$ cat src/rtl/cave_pkg.sv
package cave_pkg;

	// fixed field widths
	localparam int ROW_W  = 64;
	localparam int RNUM_W = 16;
	localparam int GW_W   = 7;
	localparam int THR_W  = 4;
	localparam int CFG_IDX_W  = 4;
	localparam int CFG_DATA_W = 16;

	// configuration register indexes
	localparam logic [CFG_IDX_W-1:0] REG_GRID_WIDTH  = 4'd0;
	localparam logic [CFG_IDX_W-1:0] REG_GRID_HEIGHT = 4'd1;
	localparam logic [CFG_IDX_W-1:0] REG_BIRTH_COUNT = 4'd2;
	localparam logic [CFG_IDX_W-1:0] REG_DEATH_COUNT = 4'd3;

	// reset values of the registers
	localparam logic [GW_W-1:0]   GRID_WIDTH_RST  = 7'd64;
	localparam logic [RNUM_W-1:0] GRID_HEIGHT_RST = 16'd64;
	localparam logic [THR_W-1:0]  BIRTH_RST       = 4'd4;
	localparam logic [THR_W-1:0]  DEATH_RST       = 4'd3;

	// smallest grid edge
	localparam logic [GW_W-1:0]   MIN_WIDTH  = 7'd3;
	localparam logic [RNUM_W-1:0] MIN_HEIGHT = 16'd3;

	// one result beat
	typedef struct packed {
		logic [ROW_W-1:0]  new_row;
		logic [RNUM_W-1:0] row_number;
		logic              last_of_grid;
		logic              last_of_run;
	} res_t;

endpackage

$ cat src/rtl/cave_lane.sv
module cave_lane (
	input  logic [2:0]                up,
	input  logic [2:0]                mid,
	input  logic [2:0]                dn,
	input  logic [cave_pkg::THR_W-1:0] birth,
	input  logic [cave_pkg::THR_W-1:0] death,
	output logic                      alive
);

	logic [cave_pkg::THR_W-1:0] cnt;

	// live neighbours of the centre cell
	assign cnt = {3'b000, up[0]} + {3'b000, up[1]} + {3'b000, up[2]}
		+ {3'b000, mid[0]} + {3'b000, mid[2]}
		+ {3'b000, dn[0]} + {3'b000, dn[1]} + {3'b000, dn[2]};

	// survive unless below death, birth when above birth
	assign alive = mid[1] ? (cnt >= death) : (cnt > birth);

endmodule

$ cat src/rtl/cave_row_unit.sv
module cave_row_unit #(
	parameter int WIDTH = 64
) (
	input  logic [WIDTH-1:0]           up,
	input  logic [WIDTH-1:0]           mid,
	input  logic [WIDTH-1:0]           dn,
	input  logic [WIDTH-1:0]           imask,
	input  logic [cave_pkg::THR_W-1:0] birth,
	input  logic [cave_pkg::THR_W-1:0] death,
	output logic [WIDTH-1:0]           nrow
);

	logic [WIDTH-1:0] alive;

	// edge columns never live
	assign alive[0]       = 1'b0;
	assign alive[WIDTH-1] = 1'b0;

	// one lane per interior column
	for (genvar c = 1; c < WIDTH - 1; c++) begin : g_lane
		cave_lane u_lane (
			.up    (up[c+1:c-1]),
			.mid   (mid[c+1:c-1]),
			.dn    (dn[c+1:c-1]),
			.birth (birth),
			.death (death),
			.alive (alive[c])
		);
	end

	// merge lanes, keep interior of the active width only
	assign nrow = alive & imask;

endmodule

$ cat src/rtl/cave_out_fifo.sv
module cave_out_fifo (
	input  logic            clk,
	input  logic            arst_n,
	input  logic            push,
	input  cave_pkg::res_t  push_data,
	output logic            push_ready,
	output logic            pop_valid,
	input  logic            pop_ready,
	output cave_pkg::res_t  pop_data
);

	cave_pkg::res_t mem_q [2];
	logic           wr_ptr_q;
	logic           rd_ptr_q;
	logic [1:0]     cnt_q;
	logic           do_push;
	logic           do_pop;

	assign push_ready = (cnt_q != 2'd2);
	assign pop_valid  = (cnt_q != 2'd0);
	assign do_push    = push && push_ready;
	assign do_pop     = pop_valid && pop_ready;
	assign pop_data   = mem_q[rd_ptr_q];

	// pointers and fill count
	always_ff @(posedge clk or negedge arst_n) begin
		if (!arst_n) begin
			wr_ptr_q <= 1'b0;
			rd_ptr_q <= 1'b0;
			cnt_q    <= 2'd0;
		end else begin
			if (do_push)
				wr_ptr_q <= ~wr_ptr_q;
			if (do_pop)
				rd_ptr_q <= ~rd_ptr_q;
			if (do_push && !do_pop)
				cnt_q <= cnt_q + 2'd1;
			else if (do_pop && !do_push)
				cnt_q <= cnt_q - 2'd1;
		end
	end

	// result storage
	always_ff @(posedge clk) begin
		if (do_push)
			mem_q[wr_ptr_q] <= push_data;
	end

endmodule

$ cat src/rtl/cave_automaton_row_step_core.sv
// channel | direction | beat content                         | handshake
// cfg     | in        | cfg_index, cfg_data                  | cfg_valid / cfg_ready
// in      | in        | row_bits                             | in_valid / in_ready
// out     | out       | new_row, row_number, last_of_grid,   | out_valid / out_ready
//         |           | last_of_run                          |
//
// one row beat is taken per cycle while in_ready is high; the beat is
// registered, the lanes of the row unit evaluate it in the next cycle
// and the result goes into a two-entry output queue.
// the final row of a grid gives two results and holds the input until the second is pushed.
// reset clears rows, row counter, queue and restores register defaults.
// a stalled output fills the queue, then in_ready drops; cfg_ready is always high.
module cave_automaton_row_step_core #(
	parameter int MAX_WIDTH = 64
) (
	input  logic                                clk,
	input  logic                                arst_n,
	input  logic                                cfg_valid,
	output logic                                cfg_ready,
	input  logic [cave_pkg::CFG_IDX_W-1:0]      cfg_index,
	input  logic [cave_pkg::CFG_DATA_W-1:0]     cfg_data,
	input  logic                                in_valid,
	output logic                                in_ready,
	input  logic [cave_pkg::ROW_W-1:0]          row_bits,
	output logic                                out_valid,
	input  logic                                out_ready,
	output logic [cave_pkg::ROW_W-1:0]          new_row,
	output logic [cave_pkg::RNUM_W-1:0]         row_number,
	output logic                                last_of_grid,
	output logic                                last_of_run
);

	typedef enum logic [1:0] {
		KIND_ZERO,
		KIND_NORMAL,
		KIND_FINAL
	} kind_t;

	// configuration registers
	logic [cave_pkg::GW_W-1:0]   grid_width_q;
	logic [cave_pkg::RNUM_W-1:0] grid_height_q;
	logic [cave_pkg::THR_W-1:0]  birth_q;
	logic [cave_pkg::THR_W-1:0]  death_q;

	// row window and counter
	logic [MAX_WIDTH-1:0]        above_q;
	logic [MAX_WIDTH-1:0]        middle_q;
	logic [cave_pkg::RNUM_W-1:0] row_cnt_q;

	// evaluation stage
	logic                        valid_s1;
	logic                        phase_s1;
	kind_t                       kind_s1;
	logic [MAX_WIDTH-1:0]        up_s1;
	logic [MAX_WIDTH-1:0]        mid_s1;
	logic [MAX_WIDTH-1:0]        dn_s1;
	logic [MAX_WIDTH-1:0]        imask_s1;
	logic [cave_pkg::RNUM_W-1:0] rnum_s1;

	logic [cave_pkg::GW_W-1:0]   w_eff;
	logic [cave_pkg::RNUM_W-1:0] h_eff;
	logic [MAX_WIDTH-1:0]        wmask;
	logic [MAX_WIDTH-1:0]        imask;
	logic [MAX_WIDTH-1:0]        cur;
	logic                        is_final;
	logic                        in_acc;
	logic [MAX_WIDTH-1:0]        nrow;
	cave_pkg::res_t              res;
	cave_pkg::res_t              q_data;
	logic                        q_ready;
	logic                        push;
	logic                        last_emit;
	logic                        release_s1;

	assign cfg_ready = 1'b1;

	// configuration writes
	always_ff @(posedge clk or negedge arst_n) begin
		if (!arst_n) begin
			grid_width_q  <= cave_pkg::GRID_WIDTH_RST;
			grid_height_q <= cave_pkg::GRID_HEIGHT_RST;
			birth_q       <= cave_pkg::BIRTH_RST;
			death_q       <= cave_pkg::DEATH_RST;
		end else if (cfg_valid) begin
			unique case (cfg_index)
				cave_pkg::REG_GRID_WIDTH:  grid_width_q  <= cfg_data[cave_pkg::GW_W-1:0];
				cave_pkg::REG_GRID_HEIGHT: grid_height_q <= cfg_data;
				cave_pkg::REG_BIRTH_COUNT: birth_q       <= cfg_data[cave_pkg::THR_W-1:0];
				cave_pkg::REG_DEATH_COUNT: death_q       <= cfg_data[cave_pkg::THR_W-1:0];
				default: ;
			endcase
		end
	end

	// clamped grid size
	always_comb begin
		if (grid_width_q < cave_pkg::MIN_WIDTH)
			w_eff = cave_pkg::MIN_WIDTH;
		else if (grid_width_q > cave_pkg::GW_W'(MAX_WIDTH))
			w_eff = cave_pkg::GW_W'(MAX_WIDTH);
		else
			w_eff = grid_width_q;
		h_eff = (grid_height_q < cave_pkg::MIN_HEIGHT) ? cave_pkg::MIN_HEIGHT : grid_height_q;
	end

	// column masks for the active width
	for (genvar i = 0; i < MAX_WIDTH; i++) begin : g_mask
		assign wmask[i] = (cave_pkg::GW_W'(i) < w_eff);
		assign imask[i] = (i != 0) && (cave_pkg::GW_W'(i + 1) < w_eff);
	end

	assign cur      = row_bits[MAX_WIDTH-1:0] & wmask;
	assign is_final = (row_cnt_q >= h_eff - 16'd1);

	// emission from the evaluation stage
	assign push       = valid_s1 && q_ready;
	assign last_emit  = (kind_s1 != KIND_FINAL) || phase_s1;
	assign release_s1 = push && last_emit;
	assign in_ready   = !valid_s1 || release_s1;
	assign in_acc     = in_valid && in_ready;

	// row window, counter and stage load
	always_ff @(posedge clk or negedge arst_n) begin
		if (!arst_n) begin
			above_q   <= '0;
			middle_q  <= '0;
			row_cnt_q <= '0;
			valid_s1  <= 1'b0;
			phase_s1  <= 1'b0;
			kind_s1   <= KIND_ZERO;
		end else begin
			if (in_acc) begin
				phase_s1 <= 1'b0;
				if (row_cnt_q == 16'd0) begin
					middle_q  <= cur;
					row_cnt_q <= 16'd1;
					valid_s1  <= 1'b1;
					kind_s1   <= KIND_ZERO;
				end else if (row_cnt_q == 16'd1) begin
					above_q   <= middle_q;
					middle_q  <= cur;
					row_cnt_q <= 16'd2;
					valid_s1  <= 1'b0;
				end else if (is_final) begin
					above_q   <= '0;
					middle_q  <= '0;
					row_cnt_q <= '0;
					valid_s1  <= 1'b1;
					kind_s1   <= KIND_FINAL;
				end else begin
					above_q   <= middle_q;
					middle_q  <= cur;
					row_cnt_q <= row_cnt_q + 16'd1;
					valid_s1  <= 1'b1;
					kind_s1   <= KIND_NORMAL;
				end
			end else if (release_s1) begin
				valid_s1 <= 1'b0;
			end else if (push) begin
				phase_s1 <= 1'b1;
			end
		end
	end

	// stage operands
	always_ff @(posedge clk) begin
		if (in_acc) begin
			up_s1    <= above_q;
			mid_s1   <= middle_q;
			dn_s1    <= cur;
			imask_s1 <= imask;
			rnum_s1  <= row_cnt_q;
		end
	end

	cave_row_unit #(
		.WIDTH (MAX_WIDTH)
	) u_row (
		.up    (up_s1),
		.mid   (mid_s1),
		.dn    (dn_s1),
		.imask (imask_s1),
		.birth (birth_q),
		.death (death_q),
		.nrow  (nrow)
	);

	// result beat selection
	always_comb begin
		res              = '0;
		res.last_of_run  = last_emit;
		case (kind_s1)
			KIND_ZERO: begin
				res.row_number = rnum_s1;
			end
			KIND_NORMAL: begin
				res.new_row[MAX_WIDTH-1:0] = nrow;
				res.row_number             = rnum_s1 - 16'd1;
			end
			KIND_FINAL: begin
				if (phase_s1) begin
					res.row_number   = rnum_s1;
					res.last_of_grid = 1'b1;
				end else begin
					res.new_row[MAX_WIDTH-1:0] = nrow;
					res.row_number             = rnum_s1 - 16'd1;
				end
			end
			default: ;
		endcase
	end

	cave_out_fifo u_fifo (
		.clk        (clk),
		.arst_n     (arst_n),
		.push       (push),
		.push_data  (res),
		.push_ready (q_ready),
		.pop_valid  (out_valid),
		.pop_ready  (out_ready),
		.pop_data   (q_data)
	);

	assign new_row      = q_data.new_row;
	assign row_number   = q_data.row_number;
	assign last_of_grid = q_data.last_of_grid;
	assign last_of_run  = q_data.last_of_run;

endmodule

$ cat config.mk
export PLATFORM = sky130hd
export DESIGN_NAME = cave_automaton_row_step_core
export DESIGN_NICKNAME = d
export VERILOG_FILES = /design/src/rtl/cave_pkg.sv /design/src/rtl/cave_lane.sv /design/src/rtl/cave_row_unit.sv /design/src/rtl/cave_out_fifo.sv /design/src/rtl/cave_automaton_row_step_core.sv
export SDC_FILE = /design/constraint.sdc
export NUM_CORES = 2
export LEC_CHECK = 0
export BUFFER_PORTS_ARGS = -buffer_cell sky130_fd_sc_hd__buf_2
export CORE_MARGIN = 4
export CORE_UTILIZATION = 50
export CTS_BUF_LIST = sky130_fd_sc_hd__clkbuf_8 sky130_fd_sc_hd__clkbuf_16
export CTS_CLUSTER_SIZE = 12
export DETAILED_ROUTE_END_ITERATION = 10
export PLACE_DENSITY = 0.74
export SETUP_SLACK_MARGIN = 0.1
export SYNTH_ARGS = -nofsm -noshare
export SYNTH_HDL_FRONTEND = slang
export SYNTH_SLANG_ARGS = --single-unit
$ cat constraint.sdc
create_clock -name clk -period 26.5 [get_ports clk]
set_input_delay 0 -clock clk [delete_from_list [all_inputs] [get_ports clk]]
set_output_delay 0 -clock clk [all_outputs]
set_load 0.005 [all_outputs]
==> qor.csv <==
stage,metric,value,unit
sta,slew_viol_final,0,
clock_tree,clock_sinks,613,
floorplan,fp.dieArea,96470,sq um
sta,post-route-min-period,6.691,ns
yosys,synth_area,45780,sq um
placement,port_buffers,170,
cells_and_area,fin_area,51520,sq um
clock_tree,htreeDepth,3,
yosys,yosysMostFrequentCell,ha_1,
cells_and_area,fillers,7344,
cells_and_area,final_util,0.5697,
yosys,synth_top_area_share,0.2820,
run_status,outcome,completed,
sta,finalSetupViolCount,0,
cells_and_area,layout.nets,5186,
clock_tree,clk_pin_slew_worst_paths,0.06,ns
yosys,synth_ff_type,edfxtp_1,
clock_tree,cts_buffer_depth,3,
sta,rsz0062_at_grt,no,
drt,drt_pass1_iterations,5,
floorplan,die_h,310.6,microns
placement,place.gp.congestion,0.8560,
floorplan,row_count,110,
yosys,ys_types,66,
floorplan,pin_count,174,
worst_setup_path,cp.arrival,7.21,ns
run,maxCapViolCount,0,
global_route,antenna_found_initial,11,
cells_and_area,drive_above_1_share,0.1307,
drt,vias_per_cell,5.548,
clock_tree,cts_buffers,72,
worst_setup_path,crit_path_start_kind,flop,
worst_setup_path,rrSetupSlack,19.81,ns
worst_setup_path,crit_chain,nor4_1 -> nand3_1 -> nor4_1 -> nor2_1 -> ha_1 -> nand3_1 -> nor2_1 -> nand2_1 -> xor2_1 -> ha_1 -> and4_1 -> nand3_1 -> or4_1 -> nand3_4 -> buf_4 -> buf_4 -> a22oi_1 -> dlygate4sd3_1,
global_route,grt_pass1_vias,31420,
worst_setup_path,slowest_delay,0.92,ns
placement,dp_hpwl,75940,microns
yosys,synthCells,3856,
clock_tree,clockRootBuffer,clkbuf_16,
floorplan,coreArea,90420,sq um
drt,routed_wl,106600,microns
sta,finalHoldViolations,0,
cells_and_area,area_delta_synth_final,12.52,%
placement,numPlacedInstances,5135,
yosys,yosysSeqAreaShare,0.3822,
worst_setup_path,crit_path_end_kind,flop,
sta,slew-limit-headroom,0.1826,
sta,finalCritPeriodShare,0.2525,
yosys,synth_common_cells,"708 x ha_1, 525 x inv_1, 430 x edfxtp_1",
worst_setup_path,path_class,reg -> reg,
sta,tightest_slew,1.221,ns
drt,vias,29860,
sta,fin_skew,0.04106,ns
clock_tree,cts_tree,yes,
cells_and_area,stdcell_count,5381,
yosys,ys_warn_count,0,
worst_setup_path,worstPathRequired,27.02,ns
yosys,synth-seq-cells,613,
drt,drc,0,
drt,wire_per_inst,19.82,microns
yosys,yosys-top-cells-area,"edfxtp_1 28%, ha_1 19%, fa_1 11%",
clock_tree,post_cts_buffers,0,
yosys,yosysTopAreaCell,edfxtp_1,
yosys,synth_edf_count,430,
worst_setup_path,cpMostUsedCell,nand3_1,
global_route,overflow,0,
yosys,ys_async_sr_fraction,0.2985,
yosys,avgSynthCellArea,11.87,sq um
floorplan,start_util,0.5063,
sta,max_freq,149.5,MHz
global_route,grt_max_degree,124,
clock_tree,insertion_delay,0.65,ns
floorplan,die_w,310.6,microns
worst_setup_path,crit_slowest_cell,buf_4,
drt,first_iter_violations,1840,
global_route,grt_usage,0.2212,
sta,tns,0,ns
placement,placed_cell_area,47870,sq um
worst_setup_path,crit_fanout,70,
global_route,grt_pass1_wl,169800,microns
drt,ant_nets,0,
hold_path,hp-class,in -> async,
==> area by class of cell <==
| cell class | count | area [sq um] | share of cell area |
|---|---|---|---|
| Multi-Input combinational cell | 2625 | 25860 | 0.5019 |
| Sequential cell | 613 | 17510 | 0.3399 |
| Timing Repair Buffer | 303 | 2128 | 0.04131 |
| Inverter | 526 | 1982 | 0.03847 |
| Clock buffer | 82 | 1962 | 0.03808 |
| Tap cell | 1176 | 1471 | 0.02856 |
| Clock inverter | 52 | 598.1 | 0.01161 |
| Antenna cell | 4 | 10.01 | 0.0001943 |
==> what timing repair did <==
item | CTS | global route
gates resized for setup | 0 | 0
setup endpoints to repair | 0 | 0
hold endpoints to repair | 280 | 0
hold buffers | 108 | 0
==> cells by family after synthesis <==
| kind of cell | after synthesis | synth area share |
|---|---|---|
| multiplexers | 231 | 0.05340 |
| flip-flops | 613 | 0.3822 |
| adder cells (fa/ha/maj) | 956 | 0.3019 |
| other | 2 | 0.0001640 |
| AO/OA/AOI/OAI | 766 | 0.1206 |
| XOR/XNOR | 88 | 0.01683 |
| AND/OR/NAND/NOR | 580 | 0.07051 |
| buffers and inverters | 620 | 0.05439 |
==> worst max-delay path, delay by kind of cell, from the launching register on <==
kind	cells	cell delay (ns)
simple gates	11	2.82
buf+inv	3	2.42
fa+ha+maj	2	0.57
flops	1	0.42
compound gates	1	0.21
xor+xnor	1	0.09
==> state kept, by name, indices dropped and copies added (netlist names), 62 cells and up <==
name / cells
u_fifo.mem_q: 160
above_q: 64
dn_s1: 64
mid_s1: 64
middle_q: 64
up_s1: 64
imask_s1: 62
==> stage by stage <==
step | hold WS [ns] | setup slack (ns)
2_1_floorplan | -0.2956 | 16.93
3_3_place_gp | 0.1981 | 20.73
3_5_place_dp | 0.2031 | 20.67
4_1_cts | 0.02943 | 20.04
5_1_grt | 0.09382 | 19.52
6_report | 0.02720 | 19.81
==> worst paths after layout <==
path,from,endpoint,cells past startpoint
hold reg to reg,above_q[22],up_s1[22],0
setup / recovery,grid_height_q[12],middle_q[40],18
min in group clk,cfg_index[3],grid_height_q[2],5
hold / removal,arst_n,row_cnt_q[12],2
max in group asynchronous,arst_n,above_q[44],3
setup reg to reg,grid_height_q[12],middle_q[40],18
==> per-layer routing <==
layer  track usage  routed length [microns]  up-vias
met4       0.08323                     4090        4
li1              -                        -    14260
met3       0.03596                     5462      218
met2        0.3776                    51470      663
met5             0                       22        -
met1        0.2844                    45580    14710
==> cells in the final DEF (no fill, tap or decap), drive strengths merged, types with 5 or more instances in the layout <==
cell	count
ha	708
nand3	25
mux2i	125
nor4	11
clkbuf	83
fa	248
or4	5
nor2b	129
or3	7
and3	8
nand4	71
dlygate4sd3	108
and2	46
a21o	138
nor2	43
a21boi	16
edfxtp	430
bufinv	8
dfrtp	178
a211oi	129
dfstp	5
a31oi	7
clkinv	14
buf	194
a311oi	9
mux2	106
o21a	190
nand2	129
a21oi	151
inv	553
xor2	15
o21ai	104
nand2b	68
xnor2	73
or2	6
nor3	15
a22oi	8
Power is left out: the tool's default activity adds up to more than one toggle a clock period on the data nets, which glitch-free logic cannot reach.
